`src/design/fgd_pkg.sv`:
```
`timescale 1ns / 1ps
// ----------------------------------------------------------------------------
// fgd_pkg
// Shared types, constants and code tables of the Group 3 run-length decoder.
// ----------------------------------------------------------------------------
package fgd_pkg;

  localparam int unsigned ColW     = 11;
  localparam logic [10:0] RowWidth = 11'd1728;
  localparam logic [3:0]  MaxCodeBits = 4'd13;
  localparam logic [4:0]  EolZeros = 5'd11;

  // configuration register indexes
  localparam logic [1:0] CFG_LSB_FIRST  = 2'd0;
  localparam logic [1:0] CFG_SYNC_EOLS  = 2'd1;
  localparam logic [1:0] CFG_PAGE_EOLS  = 2'd2;

  // decoder modes
  localparam logic [1:0] MODE_SYNC = 2'd0;
  localparam logic [1:0] MODE_ROW  = 2'd1;
  localparam logic [1:0] MODE_SKIP = 2'd2;
  localparam logic [1:0] MODE_DONE = 2'd3;

  // result kinds
  localparam logic [2:0] EV_WHITE = 3'd0;
  localparam logic [2:0] EV_BLACK = 3'd1;
  localparam logic [2:0] EV_ROW   = 3'd2;
  localparam logic [2:0] EV_PAGE  = 3'd3;
  localparam logic [2:0] EV_ERR   = 3'd4;

  typedef struct packed {
    logic [7:0] bits;  // bit 0 is decoded first
    logic       eod;
  } item_t;

  typedef struct packed {
    logic [2:0]  ev;
    logic [10:0] start;
    logic [10:0] len;
    logic        last;
  } res_t;

  typedef struct packed {
    logic        hit;
    logic [11:0] count;
  } match_t;

  // entry = length (4 bits) above code (13 bits)
  localparam logic [16:0] WHITE_CODES [91] = '{
    {4'd8,13'h35},{4'd6,13'h7},{4'd4,13'h7},{4'd4,13'h8},{4'd4,13'hb},{4'd4,13'hc},
    {4'd4,13'he},{4'd4,13'hf},{4'd5,13'h13},{4'd5,13'h14},{4'd5,13'h7},{4'd5,13'h8},
    {4'd6,13'h8},{4'd6,13'h3},{4'd6,13'h34},{4'd6,13'h35},{4'd6,13'h2a},{4'd6,13'h2b},
    {4'd7,13'h27},{4'd7,13'hc},{4'd7,13'h8},{4'd7,13'h17},{4'd7,13'h3},{4'd7,13'h4},
    {4'd7,13'h28},{4'd7,13'h2b},{4'd7,13'h13},{4'd7,13'h24},{4'd7,13'h18},{4'd8,13'h2},
    {4'd8,13'h3},{4'd8,13'h1a},{4'd8,13'h1b},{4'd8,13'h12},{4'd8,13'h13},{4'd8,13'h14},
    {4'd8,13'h15},{4'd8,13'h16},{4'd8,13'h17},{4'd8,13'h28},{4'd8,13'h29},{4'd8,13'h2a},
    {4'd8,13'h2b},{4'd8,13'h2c},{4'd8,13'h2d},{4'd8,13'h4},{4'd8,13'h5},{4'd8,13'ha},
    {4'd8,13'hb},{4'd8,13'h52},{4'd8,13'h53},{4'd8,13'h54},{4'd8,13'h55},{4'd8,13'h24},
    {4'd8,13'h25},{4'd8,13'h58},{4'd8,13'h59},{4'd8,13'h5a},{4'd8,13'h5b},{4'd8,13'h4a},
    {4'd8,13'h4b},{4'd8,13'h32},{4'd8,13'h33},{4'd8,13'h34},
    {4'd5,13'h1b},{4'd5,13'h12},{4'd6,13'h17},{4'd7,13'h37},{4'd8,13'h36},{4'd8,13'h37},
    {4'd8,13'h64},{4'd8,13'h65},{4'd8,13'h68},{4'd8,13'h67},{4'd9,13'hcc},{4'd9,13'hcd},
    {4'd9,13'hd2},{4'd9,13'hd3},{4'd9,13'hd4},{4'd9,13'hd5},{4'd9,13'hd6},{4'd9,13'hd7},
    {4'd9,13'hd8},{4'd9,13'hd9},{4'd9,13'hda},{4'd9,13'hdb},{4'd9,13'h98},{4'd9,13'h99},
    {4'd9,13'h9a},{4'd6,13'h18},{4'd9,13'h9b}
  };

  localparam logic [16:0] BLACK_CODES [91] = '{
    {4'd10,13'h37},{4'd3,13'h2},{4'd2,13'h3},{4'd2,13'h2},{4'd3,13'h3},{4'd4,13'h3},
    {4'd4,13'h2},{4'd5,13'h3},{4'd6,13'h5},{4'd6,13'h4},{4'd7,13'h4},{4'd7,13'h5},
    {4'd7,13'h7},{4'd8,13'h4},{4'd8,13'h7},{4'd9,13'h18},{4'd10,13'h17},{4'd10,13'h18},
    {4'd10,13'h8},{4'd11,13'h67},{4'd11,13'h68},{4'd11,13'h6c},{4'd11,13'h37},
    {4'd11,13'h28},{4'd11,13'h17},{4'd11,13'h18},{4'd12,13'hca},{4'd12,13'hcb},
    {4'd12,13'hcc},{4'd12,13'hcd},{4'd12,13'h68},{4'd12,13'h69},{4'd12,13'h6a},
    {4'd12,13'h6b},{4'd12,13'hd2},{4'd12,13'hd3},{4'd12,13'hd4},{4'd12,13'hd5},
    {4'd12,13'hd6},{4'd12,13'hd7},{4'd12,13'h6c},{4'd12,13'h6d},{4'd12,13'hda},
    {4'd12,13'hdb},{4'd12,13'h54},{4'd12,13'h55},{4'd12,13'h56},{4'd12,13'h57},
    {4'd12,13'h64},{4'd12,13'h65},{4'd12,13'h52},{4'd12,13'h53},{4'd12,13'h24},
    {4'd12,13'h37},{4'd12,13'h38},{4'd12,13'h27},{4'd12,13'h28},{4'd12,13'h58},
    {4'd12,13'h59},{4'd12,13'h2b},{4'd12,13'h2c},{4'd12,13'h5a},{4'd12,13'h66},
    {4'd12,13'h67},
    {4'd10,13'hf},{4'd12,13'hc8},{4'd12,13'hc9},{4'd12,13'h5b},{4'd12,13'h33},
    {4'd12,13'h34},{4'd12,13'h35},{4'd13,13'h6c},{4'd13,13'h6d},{4'd13,13'h4a},
    {4'd13,13'h4b},{4'd13,13'h4c},{4'd13,13'h4d},{4'd13,13'h72},{4'd13,13'h73},
    {4'd13,13'h74},{4'd13,13'h75},{4'd13,13'h76},{4'd13,13'h77},{4'd13,13'h52},
    {4'd13,13'h53},{4'd13,13'h54},{4'd13,13'h55},{4'd13,13'h5a},{4'd13,13'h5b},
    {4'd13,13'h64},{4'd13,13'h65}
  };

  localparam logic [16:0] EXT_CODES [13] = '{
    {4'd11,13'h8},{4'd11,13'hc},{4'd11,13'hd},{4'd12,13'h12},{4'd12,13'h13},
    {4'd12,13'h14},{4'd12,13'h15},{4'd12,13'h16},{4'd12,13'h17},{4'd12,13'h1c},
    {4'd12,13'h1d},{4'd12,13'h1e},{4'd12,13'h1f}
  };

  // Parallel compare of the collected code word against the color's table.
  function automatic match_t code_lookup(input logic color, input logic [3:0] len,
                                         input logic [12:0] bits);
    match_t      m;
    logic [16:0] key;
    m   = '0;
    key = {len, bits};
    for (int i = 0; i < 91; i++) begin
      if ((color ? BLACK_CODES[i] : WHITE_CODES[i]) == key) begin
        m.hit   = 1'b1;
        m.count = (i < 64) ? 12'(i) : 12'(64 * (i - 63));
      end
    end
    for (int j = 0; j < 13; j++) begin
      if (EXT_CODES[j] == key) begin
        m.hit   = 1'b1;
        m.count = 12'(1792 + 64 * j);
      end
    end
    return m;
  endfunction

endpackage

```
`src/design/fax_g3_run_length_decoder.sv`:
```
`timescale 1ns / 1ps
// ----------------------------------------------------------------------------
// fax_g3_run_length_decoder
// Group 3 one-dimensional fax decoder: coded bytes in, run events out.
// ----------------------------------------------------------------------------
// Input channel (s_axis): one coded byte per transaction in tdata; tuser set
// marks end of data (byte ignored, row and page closed). Output channel
// (m_axis): one event per transaction, kind in tuser, column and length in
// tdata, tlast on the final event that a byte causes.
// Bits are decoded one per clock while the engine is not stalled; a bit that
// yields two events emits its second event in a step of its own before the
// next bit. The bit engine is the throughput limit. With the engine idle,
// the bits of an accepted byte are decoded in order. An event waits in a
// hold register and enters the result queue when the step yielding the next
// event ends, or once the step that completes its byte has set its tlast.
// A two-entry input queue decouples the sender; a two-entry result queue
// lets the engine keep running while the receiver stalls, after which the
// engine and then the input side stall in turn.
// Reset clears all state: the decoder waits for sync_eols_to_skip ends of
// line, registers return to lsb_first 0, sync 1, page 3.
// Configuration (cfg_*) must be written only while the block is idle (not enforced).
// ----------------------------------------------------------------------------
module fax_g3_run_length_decoder (
  input  logic        clk_i,
  input  logic        rst_ni,
  // configuration writes
  input  logic        cfg_we_i,
  input  logic [1:0]  cfg_idx_i,
  input  logic [2:0]  cfg_data_i,
  // coded byte stream
  input  logic        s_axis_tvalid,
  output logic        s_axis_tready,
  input  logic [7:0]  s_axis_tdata,   // [7:0] data_byte
  input  logic        s_axis_tuser,   // [0] end_of_data
  // decoded events
  output logic        m_axis_tvalid,
  input  logic        m_axis_tready,
  output logic [23:0] m_axis_tdata,   // [10:0] run_start, [21:11] run_length, rest 0
  output logic [2:0]  m_axis_tuser,   // [2:0] event_res
  output logic        m_axis_tlast
);

  logic             item_valid, item_pop;
  fgd_pkg::item_t   item;
  fgd_pkg::res_t    res;

  // front: accept and reorder bits into decode order
  fgd_front u_front (
    .clk_i, .rst_ni,
    .cfg_we_i, .cfg_idx_i, .cfg_data_i,
    .s_axis_tvalid, .s_axis_tready, .s_axis_tdata, .s_axis_tuser,
    .item_valid_o (item_valid),
    .item_o       (item),
    .item_pop_i   (item_pop)
  );

  // back: bit engine and result queue
  fgd_engine u_engine (
    .clk_i, .rst_ni,
    .cfg_we_i, .cfg_idx_i, .cfg_data_i,
    .item_valid_i (item_valid),
    .item_i       (item),
    .item_pop_o   (item_pop),
    .res_valid_o  (m_axis_tvalid),
    .res_o        (res),
    .res_ready_i  (m_axis_tready)
  );

  // pack the event fields onto the stream
  assign m_axis_tdata = {2'b00, res.len, res.start};
  assign m_axis_tuser = res.ev;
  assign m_axis_tlast = res.last;

endmodule

```
`src/design/fgd_front.sv`:
```
`timescale 1ns / 1ps
// ----------------------------------------------------------------------------
// fgd_front
// Input side: accept coded bytes, put bits in decode order, two-entry queue.
// ----------------------------------------------------------------------------
module fgd_front (
  input  logic              clk_i,
  input  logic              rst_ni,
  input  logic              cfg_we_i,
  input  logic [1:0]        cfg_idx_i,
  input  logic [2:0]        cfg_data_i,
  input  logic              s_axis_tvalid,
  output logic              s_axis_tready,
  input  logic [7:0]        s_axis_tdata,
  input  logic              s_axis_tuser,
  output logic              item_valid_o,
  output fgd_pkg::item_t    item_o,
  input  logic              item_pop_i
);

  logic              lsb_first_q;
  fgd_pkg::item_t    slot_q [2];
  logic [1:0]        cnt_q;
  logic              rd_q, wr_q;
  fgd_pkg::item_t    in_item;
  logic              push, pop;

  always_comb begin
    in_item.eod = s_axis_tuser;
    for (int i = 0; i < 8; i++) begin
      in_item.bits[i] = lsb_first_q ? s_axis_tdata[i] : s_axis_tdata[7 - i];
    end
  end

  assign s_axis_tready = (cnt_q != 2'd2);
  assign push          = s_axis_tvalid && s_axis_tready;
  assign pop           = item_pop_i && item_valid_o;
  assign item_valid_o  = (cnt_q != 2'd0);
  assign item_o        = slot_q[rd_q];

  always_ff @(posedge clk_i or negedge rst_ni) begin
    if (!rst_ni) begin
      lsb_first_q <= 1'b0;
      cnt_q       <= 2'd0;
      rd_q        <= 1'b0;
      wr_q        <= 1'b0;
    end else begin
      if (cfg_we_i && cfg_idx_i == fgd_pkg::CFG_LSB_FIRST) begin
        lsb_first_q <= cfg_data_i[0];
      end
      if (push) wr_q <= ~wr_q;
      if (pop)  rd_q <= ~rd_q;
      cnt_q <= cnt_q + {1'b0, push} - {1'b0, pop};
    end
  end

  always_ff @(posedge clk_i) begin
    if (push) slot_q[wr_q] <= in_item;
  end

endmodule

```
`src/design/fgd_engine.sv`:
```
`timescale 1ns / 1ps
// ----------------------------------------------------------------------------
// fgd_engine
// Back side: decode one bit per cycle unless stalled, hold the newest result
// to mark the last one of each byte, and queue results for the output channel.
// ----------------------------------------------------------------------------
module fgd_engine (
  input  logic              clk_i,
  input  logic              rst_ni,
  input  logic              cfg_we_i,
  input  logic [1:0]        cfg_idx_i,
  input  logic [2:0]        cfg_data_i,
  input  logic              item_valid_i,
  input  fgd_pkg::item_t    item_i,
  output logic              item_pop_o,
  output logic              res_valid_o,
  output fgd_pkg::res_t     res_o,
  input  logic              res_ready_i
);

  // configuration
  logic [2:0]  page_eols_q;
  // decoder state
  logic [1:0]  mode_q, mode_d;
  logic [10:0] col_q, col_d;
  logic [13:0] cb_q, cb_d;
  logic [3:0]  cl_q, cl_d;
  logic [12:0] pend_q, pend_d;
  logic        color_q, color_d;
  logic [4:0]  zr_q, zr_d;
  logic [2:0]  er_q, er_d;
  logic [2:0]  sl_q, sl_d;
  logic [2:0]  bit_q;
  // second result of one bit, result hold and output queue
  logic             sec_v_q, sec_fin_q;
  fgd_pkg::res_t    sec_q;
  logic             hold_v_q;
  fgd_pkg::res_t    hold_q;
  fgd_pkg::res_t    oq_q [2];
  logic [1:0]       ocnt_q;
  logic             ord_q, owr_q;

  logic             b, eol, do_eol, stall, fin, final_step, new_v, push, opop;
  logic             r1v, r2v, over, was_row;
  fgd_pkg::res_t    r1, r2, new_r;
  fgd_pkg::match_t  mt;
  logic [13:0]      psum, csum;
  logic [12:0]      run;

  assign stall      = hold_v_q && (ocnt_q == 2'd2);
  assign final_step = item_i.eod || (bit_q == 3'd7);
  assign b          = item_i.bits[bit_q];
  assign eol        = b && (zr_q >= fgd_pkg::EolZeros);

  // one bit (or the end-of-data mark) against the current state
  always_comb begin
    mode_d = mode_q; col_d = col_q; cb_d = cb_q; cl_d = cl_q; pend_d = pend_q;
    color_d = color_q; zr_d = zr_q; er_d = er_q; sl_d = sl_q;
    r1v = 1'b0; r2v = 1'b0; r1 = '0; r2 = '0; do_eol = 1'b0; was_row = 1'b0;
    mt = '0; psum = '0; csum = '0; run = '0; over = 1'b0;
    if (item_i.eod) begin
      if (mode_q == fgd_pkg::MODE_ROW || mode_q == fgd_pkg::MODE_SKIP) begin
        r1v = 1'b1; r1.ev = fgd_pkg::EV_ROW; r1.len = col_q;
        r2v = 1'b1; r2.ev = fgd_pkg::EV_PAGE;
      end else if (mode_q == fgd_pkg::MODE_SYNC) begin
        r1v = 1'b1; r1.ev = fgd_pkg::EV_PAGE;
      end
      mode_d = fgd_pkg::MODE_DONE;
    end else begin
      zr_d = b ? 5'd0 : ((zr_q != 5'd31) ? zr_q + 5'd1 : zr_q);
      if (mode_d == fgd_pkg::MODE_SYNC && sl_q == 3'd0) begin
        mode_d = fgd_pkg::MODE_ROW;
        col_d = '0; cb_d = '0; cl_d = '0; pend_d = '0; color_d = 1'b0;
      end else if (mode_d == fgd_pkg::MODE_SYNC && eol) begin
        sl_d = sl_q - 3'd1;
        if (sl_d == 3'd0) begin
          mode_d = fgd_pkg::MODE_ROW;
          col_d = '0; cb_d = '0; cl_d = '0; pend_d = '0; color_d = 1'b0;
        end
      end
      if (mode_q != fgd_pkg::MODE_SYNC || sl_q == 3'd0) begin
        if (mode_d == fgd_pkg::MODE_SKIP || mode_d == fgd_pkg::MODE_ROW) begin
          if (eol) begin
            do_eol  = 1'b1;
            was_row = (mode_d == fgd_pkg::MODE_ROW);
          end else if (mode_d == fgd_pkg::MODE_ROW) begin
            cb_d = {cb_d[12:0], b};
            if (cl_d != 4'd15) cl_d = cl_d + 4'd1;
            if (cb_d != 14'd0) begin
              if (cl_d > fgd_pkg::MaxCodeBits) begin
                r1v = 1'b1; r1.ev = fgd_pkg::EV_ERR; r1.start = col_d;
                mode_d = fgd_pkg::MODE_SKIP;
              end else begin
                mt = fgd_pkg::code_lookup(color_d, cl_d, cb_d[12:0]);
                if (mt.hit) begin
                  cb_d = '0; cl_d = '0;
                  psum = {1'b0, pend_d} + {2'b0, mt.count};
                  pend_d = psum[13] ? 13'h1fff : psum[12:0];
                  if (mt.count[11:6] == 6'd0) begin
                    run  = pend_d;
                    csum = {3'b0, col_d} + {1'b0, run};
                    over = (csum > {3'b0, fgd_pkg::RowWidth});
                    if (over) run = {2'b0, fgd_pkg::RowWidth - col_d};
                    if (run != 13'd0) begin
                      r1v = 1'b1;
                      r1.ev = color_d ? fgd_pkg::EV_BLACK : fgd_pkg::EV_WHITE;
                      r1.start = col_d; r1.len = run[10:0];
                    end
                    col_d   = col_d + run[10:0];
                    pend_d  = '0;
                    color_d = ~color_d;
                    if (over) begin
                      if (r1v) begin
                        r2v = 1'b1; r2.ev = fgd_pkg::EV_ERR; r2.start = col_d;
                      end else begin
                        r1v = 1'b1; r1.ev = fgd_pkg::EV_ERR; r1.start = col_d;
                      end
                      mode_d = fgd_pkg::MODE_SKIP;
                    end else if (col_d >= fgd_pkg::RowWidth) begin
                      mode_d = fgd_pkg::MODE_SKIP;
                    end
                  end
                end
              end
            end
          end
        end
      end
      // close the row; count empty rows toward end of page
      if (do_eol) begin
        r1v = 1'b1; r1.ev = fgd_pkg::EV_ROW; r1.start = '0; r1.len = col_d;
        mode_d = fgd_pkg::MODE_ROW;
        if (was_row && col_d == 11'd0) begin
          if (er_q != 3'd7) er_d = er_q + 3'd1;
          if (er_d >= page_eols_q) begin
            r2v = 1'b1; r2.ev = fgd_pkg::EV_PAGE;
            mode_d = fgd_pkg::MODE_DONE;
          end
        end else begin
          er_d = '0;
        end
        if (mode_d == fgd_pkg::MODE_ROW) begin
          col_d = '0; cb_d = '0; cl_d = '0; pend_d = '0; color_d = 1'b0;
        end
      end
    end
  end

  // step selection: a held second result goes first
  always_comb begin
    if (sec_v_q) begin
      new_v = 1'b1;
      new_r = sec_q;
      fin   = sec_fin_q;
    end else begin
      new_v = item_valid_i && r1v;
      new_r = r1;
      fin   = item_valid_i && final_step && !r2v;
    end
    new_r.last = fin;
  end

  assign item_pop_o  = !stall && !sec_v_q && item_valid_i && final_step;
  assign push        = !stall && hold_v_q && (hold_q.last || new_v);
  assign res_valid_o = (ocnt_q != 2'd0);
  assign res_o       = oq_q[ord_q];
  assign opop        = res_valid_o && res_ready_i;

  always_ff @(posedge clk_i or negedge rst_ni) begin
    if (!rst_ni) begin
      page_eols_q <= 3'd3;
      mode_q  <= fgd_pkg::MODE_SYNC;
      col_q   <= '0;
      cb_q    <= '0;
      cl_q    <= '0;
      pend_q  <= '0;
      color_q <= 1'b0;
      zr_q    <= '0;
      er_q    <= '0;
      sl_q    <= 3'd1;
      bit_q   <= '0;
      sec_v_q <= 1'b0;
      sec_q   <= '0;
      sec_fin_q <= 1'b0;
      hold_v_q  <= 1'b0;
      hold_q    <= '0;
      ocnt_q  <= '0;
      ord_q   <= 1'b0;
      owr_q   <= 1'b0;
    end else begin
      if (cfg_we_i) begin
        unique case (cfg_idx_i)
          fgd_pkg::CFG_SYNC_EOLS: begin
            if (mode_q == fgd_pkg::MODE_SYNC) sl_q <= cfg_data_i;
          end
          fgd_pkg::CFG_PAGE_EOLS: page_eols_q <= cfg_data_i;
          default: ;
        endcase
      end
      if (!stall) begin
        if (sec_v_q) begin
          sec_v_q <= 1'b0;
        end else if (item_valid_i) begin
          mode_q <= mode_d; col_q <= col_d; cb_q <= cb_d; cl_q <= cl_d;
          pend_q <= pend_d; color_q <= color_d; zr_q <= zr_d; er_q <= er_d;
          if (!(cfg_we_i && cfg_idx_i == fgd_pkg::CFG_SYNC_EOLS)) sl_q <= sl_d;
          bit_q     <= final_step ? 3'd0 : bit_q + 3'd1;
          sec_v_q   <= r2v;
          sec_q     <= r2;
          sec_fin_q <= final_step;
        end
        // keep the newest result back until its last flag is known
        if (new_v) begin
          hold_v_q <= 1'b1;
          hold_q   <= new_r;
        end else if (push) begin
          hold_v_q <= 1'b0;
        end else if (fin && hold_v_q) begin
          hold_q.last <= 1'b1;
        end
      end
      if (push) owr_q <= ~owr_q;
      if (opop) ord_q <= ~ord_q;
      ocnt_q <= ocnt_q + {1'b0, push} - {1'b0, opop};
    end
  end

  always_ff @(posedge clk_i) begin
    if (push) oq_q[owr_q] <= hold_q;
  end

  a_no_overfill: assert property (@(posedge clk_i) disable iff (!rst_ni)
    push |-> (ocnt_q != 2'd2))
    else $error("result queue written while full");
  a_col_bound: assert property (@(posedge clk_i) disable iff (!rst_ni)
    col_q <= fgd_pkg::RowWidth)
    else $error("column passed the row width");
  a_done_sticks: assert property (@(posedge clk_i) disable iff (!rst_ni)
    (mode_q == fgd_pkg::MODE_DONE) |=> (mode_q == fgd_pkg::MODE_DONE))
    else $error("decoder left the page-done mode");
  a_sec_no_pop: assert property (@(posedge clk_i) disable iff (!rst_ni)
    sec_v_q |-> !item_pop_o)
    else $error("input popped while a second result waits");

endmodule

```
`config.mk`:
```
export PLATFORM = sky130hd
export DESIGN_NAME = fax_g3_run_length_decoder
export DESIGN_NICKNAME = d
export VERILOG_FILES = /design/src/design/fgd_pkg.sv /design/src/design/fax_g3_run_length_decoder.sv /design/src/design/fgd_front.sv /design/src/design/fgd_engine.sv
export SDC_FILE = /design/constraint.sdc
export NUM_CORES = 1
export LEC_CHECK = 0
export ABC_AREA = 1
export CAP_MARGIN = 20
export CORE_MARGIN = 10
export CORE_UTILIZATION = 30
export CTS_BUF_LIST = sky130_fd_sc_hd__clkbuf_8 sky130_fd_sc_hd__clkbuf_16
export DETAILED_ROUTE_END_ITERATION = 10
export DONT_BUFFER_PORTS = 1
export PLACE_DENSITY = 0.43
export SYNTH_ARGS = -nofsm -noshare
export SYNTH_HDL_FRONTEND = slang
export SYNTH_SLANG_ARGS = --single-unit
```
`constraint.sdc`:
```
create_clock -name clk_i -period 12.3 [get_ports clk_i]
set_clock_uncertainty 0.1 [all_clocks]
set_input_delay 3.075 -clock clk_i [delete_from_list [all_inputs] [get_ports clk_i]]
set_output_delay 3.075 -clock clk_i [all_outputs]
set_load 0.05 [all_outputs]
```
==> run summary, run 1 <==
Total number of clock tree sinks = 182
Final setup viols = 0
Routed wire per std cell = 19.8 um
Leakage dissipation = 7.73 nW
Tmin final = 11260 ps
Ys async rst share = 0.615
Final worst-path setup slack = 1040 ps
Count of state elements after synthesis = 182
Commonest cells after routing, fill and taps aside = sky130_fd_sc_hd__nand2_1, sky130_fd_sc_hd__inv_1, sky130_fd_sc_hd__nor2_1
Overall die area = 0.0581 sq mm
Standard cell core area = 0.0480 sq mm
Leading cell type in the layout, fill and taps excluded = sky130_fd_sc_hd__nand2_1
Data required time of the critical path = 12570 ps
Number of global-route vias before repair = 13.8k
Cell area after synthesis = 0.0147 sq mm
CTS tree = built
Crit end category = flip-flop
Starting utilization of the core area = 0.305
Via count = 14.2k
Slowest cell on the critical path = sky130_fd_sc_hd__xor2_1
Pwr Total = 2.97 mW
Fmax = 88.8 MHz
H-tree levels = 4
Routability congestion estimate = 1.01
Max rail drop VDD = 0.0911 mV
Gate Count Post-Synth = 2085
Final-stage net count = 2166
Clk buf depth = 2
DRC violation count after routing = 0
Final number of hold-violating endpoints = 0
Type of the worst setup path = reg2reg
Number of cell rows = 80
Synthesized area per cell = 7.04 sq um
Design area = 0.0161 sq mm
Accumulated negative setup slack = 0 ps
Remaining Overflow, GRT = 0
# IOs = 49
Area growth from synthesis to layout = 10.0%
Pre-CTS WS = 817 ps
Utilization of the core after routing = 0.336
Pin count of the biggest net entering global routing = 113
Type of the worst min-delay path = reg2reg
Number of buffers added by the clock tree synthesis step = 17
Result of the run = finished clean
Final cycle utilization of the critical path = 0.915
Pre-Repair DR Iteration Count = 5
Number of maximum-capacitance violations = 0
Worst max-slew margin expressed relative to the limit = 0.280
Slew at the pin with the worst max-slew slack = 1080 ps
Startpoint type of the worst setup path = flip-flop
Yosys warning count = 0
Sequential share of the synthesized area = 0.335
Most repeated library cell on the critical path = sky130_fd_sc_hd__nand2_1
Worst EP arrival = 11530 ps
Die W = 241 um
Clock transition time at the flip-flop clock pins of the worst setup and hold paths = 80 ps
Global-route wire length before repair = 83200 um
Die boundary height = 241 um
Share of layout cells above drive strength 1 = 0.126
Count of fill cells added during filler insertion = 5215
Antenna violations before repair = 0
Routed Antenna Nets = 0
Antenna fix cells = 0
Largest stage delay, worst path = 660 ps
Max-slew violation count = 0
Detailed-placement wirelength estimate = 42300 um
Overall Global Routing Usage = 0.186
Post-detailed-route via-to-cell ratio = 5.21
Count of different cell masters after synthesis = 69
EDFF count, synth = 70
Most used flip-flop cell after synthesis = sky130_fd_sc_hd__dfrtp_1
Cell chosen for the clock root = sky130_fd_sc_hd__clkbuf_16
DR iter-0 viols = 1141
Total power per unit cell area = 184 mW/mm^2
Unrepaired setup endpoints after global routing = no
IO buf count = 0
Worst-Skew Late Latency = 460 ps
Detailed Route WL = 53900 um
Area after DPL = 0.0154 sq mm
Highest fanout seen on the critical path = 12
[worst paths after layout]
kind                                          from                  end  slack [ps]  depth (start not counted)
worst max-delay path              u_engine.zr_q[0]     u_engine.cl_q[2]        1040                         70
worst min-delay path            u_engine.hold_q[6]  u_engine.oq_q[0][6]         380                          0
worst max register to register    u_engine.zr_q[0]     u_engine.cl_q[2]        1040                         70
worst min register to register  u_engine.hold_q[6]  u_engine.oq_q[0][6]         380                          0
max in group asynchronous                   rst_ni   u_engine.pend_q[1]        9530                          0
min in group asynchronous                   rst_ni     u_engine.cb_q[3]        2230                          0
[Yosys cell counts, types with 8 or more instances]
cell                       instances  area (sq um)
sky130_fd_sc_hd__nand3_1         166           831
sky130_fd_sc_hd__xnor2_1           9          78.8
sky130_fd_sc_hd__o21ai_0         103           515
sky130_fd_sc_hd__inv_2            50           188
sky130_fd_sc_hd__dfrtp_1         109          2730
sky130_fd_sc_hd__xor2_1           26           228
sky130_fd_sc_hd__edfxtp_1         70          2100
sky130_fd_sc_hd__nor3_2           12           120
sky130_fd_sc_hd__buf_6            10           113
sky130_fd_sc_hd__nor2_1          210           788
sky130_fd_sc_hd__o21ai_1          23           115
sky130_fd_sc_hd__buf_4             8          60.1
sky130_fd_sc_hd__nand2_2          20           125
sky130_fd_sc_hd__inv_1           260           976
sky130_fd_sc_hd__o22ai_1          29           181
sky130_fd_sc_hd__nand4_1          59           369
sky130_fd_sc_hd__nor3_1           40           200
sky130_fd_sc_hd__o211ai_1         12          90.1
sky130_fd_sc_hd__buf_2             9          45.0
sky130_fd_sc_hd__nor2_2           18           113
sky130_fd_sc_hd__a22o_1           10          87.6
sky130_fd_sc_hd__a21oi_1          68           340
sky130_fd_sc_hd__nand2_4           8          90.1
sky130_fd_sc_hd__nand2_1         527          1980
sky130_fd_sc_hd__nor2_4           14           158
sky130_fd_sc_hd__ha_1             53           663
sky130_fd_sc_hd__clkbuf_1         26          97.6
sky130_fd_sc_hd__nand3_2          18           180
[final cells by class]
cell class	instances	area, sq um	area share
Multi-Input combinational cell	1527	8260	0.512
Inverter	319	1220	0.0755
Clock buffer	19	475	0.0295
Timing Repair Buffer	44	355	0.0220
Sequential cell	182	4910	0.304
Clock inverter	13	151	0.00938
Tap cell	615	769	0.0477
[where the power goes]
group          switching [mW]  leakage (nW)  total (mW)  internal (mW)
Combinational            1.22          5.27        1.57          0.349
Clock                   0.279         0.310       0.576          0.297
Sequential             0.0598          2.16       0.819          0.759
[logic make-up after synthesis]
family          after synthesis  synth area share
xor+xnor                     36            0.0228
flops                       182             0.335
fa+ha+maj                    56            0.0493
simple gates               1128             0.362
buf+inv                     379             0.108
other cells                   1          0.000256
compound gates              303             0.123
[critical path: cells and delay by family, from the launching register on]
kind / cells / cell delay (ps)
compound gates: 18 / 2680
fa+ha+maj: 6 / 1810
buf+inv: 8 / 1070
simple gates: 36 / 4210
xor+xnor: 2 / 820
flops: 1 / 410
[through the flow]
| step | std cells | hold WS (ps) |
|---|---|---|
| after floorplan | 2086 | 342 |
| after CTS | 2714 | 373 |
| final | 2719 | 376 |
| after detailed placement | 2682 | 353 |
| after global routing | 2719 | 391 |
| after global placement | 2682 | 351 |
[timing repair]
item                                   in CTS  in global routing
setup buffers                               0                  3
hold buffers                                0                  0
endpoints found under the hold margin       0                  0
resized for setup                           0                 20
setup endpoints to repair                   0                 40
[sequential cells by signal, indices dropped and copies added (netlist names), 2 cells and up]
name and cells:
u_engine.cl_q 4, u_engine.page_eols_q 3, u_engine.mode_q 2, u_engine.col_q 11, u_front.cnt_q 2, u_engine.ocnt_q 2, u_engine.hold_q 26, u_engine.sl_q 3
u_engine.oq_q 52, u_front.slot_q 18, u_engine.pend_q 13, u_engine.cb_q 13, u_engine.bit_q 3, u_engine.zr_q 5, u_engine.sec_q 13, u_engine.er_q 3
[layer usage]
| layer | share of wire | track usage |
|---|---|---|
| met1 | 0.45 | 0.243 |
| met2 | 0.47 | 0.307 |
| met3 | 0.046 | 0.0254 |
| met4 | 0.035 | 0.0701 |
| met5 | 0 | 0 |
Note: power is estimated with default switching activity, not from simulation.
==> run 2: changes to the inputs <==
--- a/config.mk
+++ b/config.mk
@@ -12,7 +12,9 @@
 export CTS_BUF_LIST = sky130_fd_sc_hd__clkbuf_8 sky130_fd_sc_hd__clkbuf_16
 export DETAILED_ROUTE_END_ITERATION = 10
 export DONT_BUFFER_PORTS = 1
+export GPL_TIMING_DRIVEN = 0
 export PLACE_DENSITY = 0.43
 export SYNTH_ARGS = -nofsm -noshare
 export SYNTH_HDL_FRONTEND = slang
+export SYNTH_HIERARCHICAL = 1
 export SYNTH_SLANG_ARGS = --single-unit
==> run 2 against run 1 <==
Compared with the run above: clock power shrank 2%; worst hold slack lost 4.7 ps; final cell count grew 11%; synthesized cell count is 9.8% higher; die area up 6.4%; first-iteration DRC count is 39% higher; largest cell class unchanged; largest power group unchanged.
==> run summary, run 2 <==
Result of the run = finished clean
Die W = 249 um
Overall Global Routing Usage = 0.215
Count of different cell masters after synthesis = 78
FF/Latch Area = 0.00491 sq mm
Slowest cell on the critical path = sky130_fd_sc_hd__dfstp_2
Complex-gate fraction of the synthesized area = 0.139
Sequential share of the synthesized area = 0.313
Share of synthesized cell area in and, or, nand and nor gates = 0.379
Area taken by multi-input logic gates = 0.00949 sq mm
Yosys warning count = 6
Standard cell core area = 0.0516 sq mm
Hold Buf Count CTS = 0
Tmin final = 11580 ps
Ys async rst share = 0.615
DR iter-0 viols = 1589
Crit Reg-Reg Endpoint = u_engine/mode_q[1]
Pre-CTS WS = -923 ps
Routability congestion estimate = 0.959
Total power per unit cell area = 179 mW/mm^2
Largest register FFs = 52
Antenna fix cells = 0
Dominant combinational cell family by area after synthesis = simple AND/OR/NAND/NOR gates
Global-route wire length before repair = 103000 um
Worst EP arrival = 11870 ps
Cell area after synthesis = 0.0157 sq mm
Total number of clock tree sinks = 182
Number of maximum-capacitance violations = 0
Pre-Repair DR Iteration Count = 5
Leakage dissipation = 8.15 nW
Largest stage delay, worst path = 560 ps
Synthesized area per cell = 6.86 sq um
Number of buffers added by the clock tree synthesis step = 17
Post-detailed-route via-to-cell ratio = 5.43
Mux contribution to synthesized area = 0.000717
Type of the worst min-delay path = reg2reg
Routed Antenna Nets = 0
IO buf count = 0
Share of Yosys cell area claimed by the top area cell type = 0.174
Leading cell type in the layout, fill and taps excluded = sky130_fd_sc_hd__nand2_1
Area share of fa/ha/maj cells after synthesis = 0.0469
Routed wire per std cell = 22.7 um
Biggest regs = u_engine/oq_q: 52 flops, u_engine/hold_q: 26 flops, u_front/slot_q: 18 flops
Detailed Route WL = 68400 um
Startpoint of the lowest-slack register-to-register path = u_engine/sl_q[0]
Area growth from synthesis to layout = 11.7%
Clock transition time at the flip-flop clock pins of the worst setup and hold paths = 80 ps
Reg2Reg Setup Slack = 720 ps
Final cycle utilization of the critical path = 0.942
Final number of hold-violating endpoints = 0
Most repeated library cell on the critical path = sky130_fd_sc_hd__nand2_1
Largest Register = u_engine/oq_q
Worst-Skew Late Latency = 460 ps
Utilization of the core after routing = 0.340
Die boundary height = 249 um
DRC violation count after routing = 0
Count of state elements after synthesis = 182
Gate Count Post-Synth = 2290
Starting utilization of the core area = 0.304
Main area contributors after synthesis = sky130_fd_sc_hd__dfrtp_1, sky130_fd_sc_hd__edfxtp_1, sky130_fd_sc_hd__nand2_1, sky130_fd_sc_hd__nor2_1, sky130_fd_sc_hd__nand3_1
Number of cell rows = 83
Antenna violations before repair = 0
Type of the worst setup path = reg2reg
Final worst-path setup slack = 719 ps
Final setup viols = 0
EDFF count, synth = 70
Clk buf depth = 2
Worst max-slew margin expressed relative to the limit = 0.260
Commonest cells after routing, fill and taps aside = sky130_fd_sc_hd__nand2_1, sky130_fd_sc_hd__nor2_1, sky130_fd_sc_hd__inv_1
Crit end category = flip-flop
Fmax = 86.3 MHz
Detailed-placement wirelength estimate = 54800 um
Pwr Total = 3.14 mW
CTS tree = built
H-tree levels = 4
Most used flip-flop cell after synthesis = sky130_fd_sc_hd__dfrtp_1
Via count = 16.3k
Data required time of the critical path = 12590 ps
Hold endpoint = u_engine/oq_q[1][12]
Pin count of the biggest net entering global routing = 113
Startpoint type of the worst setup path = flip-flop
Most repeated cell in the gate-level netlist after synthesis = sky130_fd_sc_hd__nand2_1
Startpoint of the most critical hold path = u_engine/hold_q[12]
Cell chosen for the clock root = sky130_fd_sc_hd__clkbuf_16
Highest fanout seen on the critical path = 10
Number of global-route vias before repair = 15.9k
Hold Path Stages = 0
Commonest cells post-synth = sky130_fd_sc_hd__nand2_1, sky130_fd_sc_hd__nor2_1, sky130_fd_sc_hd__inv_1
Share of layout cells above drive strength 1 = 0.126
Slew at the pin with the worst max-slew slack = 1110 ps
Max rail drop VDD = 0.112 mV
# IOs = 49
Synth Area in XOR/XNOR = 0.0218
Count of fill cells added during filler insertion = 5693
Remaining Overflow, GRT = 0
Max-slew violation count = 0
Overall die area = 0.0619 sq mm
Final-stage net count = 2393
Launching element of the worst setup path = u_engine/sl_q[0]
Worst-case reg-to-reg path depth = 70
Post-synth top area cell = sky130_fd_sc_hd__dfrtp_1
-- run 2: critical path, delay by kind of cell, from the launching register on --
kind | cells | cell delay (ps)
fa+ha+maj | 7 | 2090
flops | 1 | 560
compound gates | 16 | 2520
xor+xnor | 2 | 410
buf+inv | 13 | 1640
simple gates | 32 | 4180
-- run 2: how the worst max path moves through the flow --
stage                     depth (start not counted)  slack, ps                  end
after floorplan                                  76       2580   u_engine/pend_q[0]
after global placement                           77      -1010  u_engine/pend_q[12]
after detailed placement                         79       -920  u_engine/pend_q[12]
after CTS                                        72         10  u_engine/pend_q[12]
after global routing                             82        -30     u_engine/cl_q[3]
final                                            70        720   u_engine/mode_q[1]
-- run 2: final cells by class --
cell class | instances | share of cell area
multi-input combinational | 1728 | 0.541
sequential | 182 | 0.280
inverter | 312 | 0.0674
tap | 680 | 0.0485
clock buffer | 17 | 0.0243
buffer | 68 | 0.0240
clock inverter | 15 | 0.0101
timing repair buffer | 8 | 0.00457
-- run 2: power by group --
part	internal (mW)	switching, mW	total [mW]
Sequential	0.774	0.0555	0.830
Clock	0.275	0.287	0.563
Combinational	0.355	1.39	1.75
Total	1.40	1.74	3.14
-- run 2: stage by stage --
step                TNS [ps]  hold WS [ps]  instances  instance area, sq um
finish                     0           371       3010                 17500
detailed placement    -30960           356       2972                 16600
floorplan                  0           342       2291                 15700
global route           -57.1           394       3010                 17500
CTS                        0           376       3004                 17300
global placement      -49810           353       2971                 16600
-- run 2: logic make-up after synthesis --
kind of cell / Yosys count
and+or+nand+nor: 1280
buffers and inverters: 381
AOI/OAI and AO/OA: 351
DFF: 182
adders and majority gates: 57
xor gates and xnor gates: 37
other: 1
muxes: 1
-- run 2: metal layers --
layer,routed length (um),GRT usage
met1,30000,0.276
met3,3580,0.0288
met2,32400,0.360
met4,2420,0.0788
met5,0,0
-- run 2: repair_timing --
action                     in CTS  in global routing
gates resized for setup        21                 63
pin swaps                       1                  9
setup endpoints to repair      42                 46
setup buffers                   1                  6
==> run 3: changes to the inputs <==
--- a/config.mk
+++ b/config.mk
@@ -8,12 +8,12 @@
 export ABC_AREA = 1
 export CAP_MARGIN = 20
 export CORE_MARGIN = 10
-export CORE_UTILIZATION = 30
+export CORE_UTILIZATION = 23
 export CTS_BUF_LIST = sky130_fd_sc_hd__clkbuf_8 sky130_fd_sc_hd__clkbuf_16
 export DETAILED_ROUTE_END_ITERATION = 10
 export DONT_BUFFER_PORTS = 1
-export GPL_TIMING_DRIVEN = 0
-export PLACE_DENSITY = 0.43
+export GPL_TIMING_DRIVEN = 1
+export PLACE_DENSITY = 0.35
 export SYNTH_ARGS = -nofsm -noshare
 export SYNTH_HDL_FRONTEND = slang
 export SYNTH_HIERARCHICAL = 1
==> run 3 against run 2 <==
Compared with the run above: clock power rose by 5.3%; core utilization shrank 7.7 points; maximum frequency is 2.2% higher; first-iteration DRC count shrank 17%; sequential cell count unchanged; total power down 0.63%; routed wire length is 1.2% higher; worst setup slack improved by 250 ps; final cell count grew 6.1%; sequential power rose by 1%; global-route usage down 4.4 points.
==> run summary, run 3 (synthesis results as in run 2) <==
Share of layout cells above drive strength 1 = 0.126
Startpoint of the lowest-slack register-to-register path = u_engine/sl_q[0]
DR iter-0 viols = 1313
Area after DPL = 0.0169 sq mm
Largest stage delay, worst path = 560 ps
Cell Count, Final, Fillers Out = 3194
Overall die area = 0.0791 sq mm
Final number of hold-violating endpoints = 0
Design area = 0.0177 sq mm
Leakage dissipation = 8.21 nW
Standard cell core area = 0.0674 sq mm
Reg2Reg Setup Slack = 970 ps
Tmin final = 11330 ps
Global-route wire length before repair = 102000 um
IO buf count = 0
Routability congestion estimate = 1.03
# IOs = 49
# placed instances = 3159
Number of cell rows = 95
Worst path depth = 71
Data required time of the critical path = 12570 ps
Worst Path Buf+Inv = 10
Launching element of the worst setup path = u_engine/sl_q[0]
Worst-Skew Late Latency = 450 ps
Worst-case reg-to-reg path depth = 71
Number of maximum-capacitance violations = 0
Crit path to = u_engine/mode_q[1]
Result of the run = finished clean
Pin count of the biggest net entering global routing = 113
Pwr Total = 3.12 mW
Detailed Route WL = 69200 um
DRC violation count after routing = 0
Commonest cells after routing, fill and taps aside = sky130_fd_sc_hd__nand2_1, sky130_fd_sc_hd__nor2_1, sky130_fd_sc_hd__inv_1
Type of the worst setup path = reg2reg
Total power per unit cell area = 177 mW/mm^2
Clock network fraction of design power = 0.190
Worst EP arrival = 11600 ps
Final worst hold slack = 376 ps
Comb pwr share = 0.542
Number of buffers added by the clock tree synthesis step = 17
Remaining Overflow, GRT = 0
Fmax = 88.3 MHz
Crit end category = flip-flop
Final-stage net count = 2384
Clock transition time at the flip-flop clock pins of the worst setup and hold paths = 90 ps
Highest fanout seen on the critical path = 21
Crit Reg-Reg Endpoint = u_engine/mode_q[1]
Largest register FFs = 52
Detailed-placement wirelength estimate = 55200 um
Antenna fix cells = 0
Antenna violations before repair = 0
Worst max-slew margin expressed relative to the limit = 0.301
Switching power = 1.70 mW
Pre-CTS WS = 607 ps
Cell chosen for the clock root = sky130_fd_sc_hd__clkbuf_16
Max rail drop VDD = 0.0904 mV
Biggest regs = u_engine/oq_q: 52 flops, u_engine/hold_q: 26 flops, u_front/slot_q: 18 flops
CP delay by family, top = simple AND/OR/NAND/NOR gates
Die boundary height = 281 um
Clk buf depth = 2
Max-slew violation count = 0
Switching Fraction = 0.543
Slew at the pin with the worst max-slew slack = 1040 ps
Total number of clock tree sinks = 182
Overall Global Routing Usage = 0.171
H-tree levels = 4
Post-detailed-route via-to-cell ratio = 5.05
Slowest cell on the critical path = sky130_fd_sc_hd__dfstp_2
Final cycle utilization of the critical path = 0.921
Die W = 281 um
Startpoint type of the worst setup path = flip-flop
Leading cell type in the layout, fill and taps excluded = sky130_fd_sc_hd__nand2_1
Most repeated library cell on the critical path = sky130_fd_sc_hd__nand2_1
Final setup viols = 0
Hold Buf Count CTS = 0
Final worst-path setup slack = 970 ps
Routed wire per std cell = 21.7 um
Routed Antenna Nets = 0
Internal Power = 1.43 mW
CTS tree = built
Via count = 16.1k
Sequential cell fraction of total power = 0.268
Area growth from synthesis to layout = 12.7%
Type of the worst min-delay path = reg2reg
Largest Register = u_engine/oq_q
Pre-Repair DR Iteration Count = 6
Starting utilization of the core area = 0.233
Number of global-route vias before repair = 15.8k
[run 3: cell types whose count changed in the layout (fill, tap and decap cells not counted), sizes merged]
cell / change
clkbuf: -30
buf: +20
clkinv: +2
inv: -2
bufinv: +1
clkinvlp: -1
nand2: +1
[run 3: per-layer routing]
metal | vias to the layer above | track usage | part of all wire
met5 | - | 0 | 0
met4 | 0 | 0.0580 | 0.035
met1 | 7793 | 0.220 | 0.45
li1 | 7750 | - | -
met3 | 110 | 0.0193 | 0.046
met2 | 490 | 0.291 | 0.47
[run 3: power groups by stage]
stage / clock [mW] / combinational, mW / sequential, mW
finish: 0.593 / 1.69 / 0.838
global route: 0.642 / 1.83 / 0.853
CTS: 0.615 / 1.68 / 0.838
detailed placement: 0 / 1.68 / 0.850
global placement: 0 / 1.69 / 0.850
floorplan: 0 / 1.13 / 0.828
[run 3: worst min path at each step]
| stage | from | to | slack, ps | cells past startpoint |
|---|---|---|---|---|
| after floorplan | u_front/wr_q | u_front/wr_q | 340 | 2 |
| after global placement | u_front/wr_q | u_front/wr_q | 350 | 2 |
| after detailed placement | u_engine/hold_q[3] | u_engine/oq_q[1][3] | 360 | 0 |
| after CTS | u_engine/hold_q[3] | u_engine/oq_q[0][3] | 380 | 0 |
| after global routing | u_engine/hold_q[3] | u_engine/oq_q[1][3] | 400 | 0 |
| final | u_engine/hold_q[8] | u_engine/oq_q[0][8] | 380 | 0 |
[run 3: worst register-to-register path, delay by kind of cell, from the launching register on]
kind | cells | cell delay (ps)
buffers and inverters | 10 | 1050
and+or+nand+nor | 37 | 4750
adders and majority gates | 7 | 2140
AOI/OAI and AO/OA | 14 | 2130
xor gates and xnor gates | 3 | 560
DFF | 1 | 560
[run 3: per-stage QoR]
stage               setup TNS (ps)   util
global placement                 0  0.251
global route                 -35.7  0.262
CTS                              0  0.260
floorplan                        0      -
detailed placement               0  0.251
finish                           0  0.262
[run 3: what timing repair did]
item	CTS	global route
gates resized for setup	0	26
setup endpoints to repair	0	40
setup buffers	0	1
[run 3: area by class of cell]
| cell class | count | area [sq um] |
|---|---|---|
| clock buffers | 17 | 425 |
| clock inverters | 15 | 210 |
| fillers | 7538 | 49700 |
| inverters | 312 | 1170 |
| multi-input cells | 1729 | 9350 |
| flip-flops and latches | 182 | 4910 |
| well taps | 873 | 1090 |
| repair buffers | 66 | 523 |
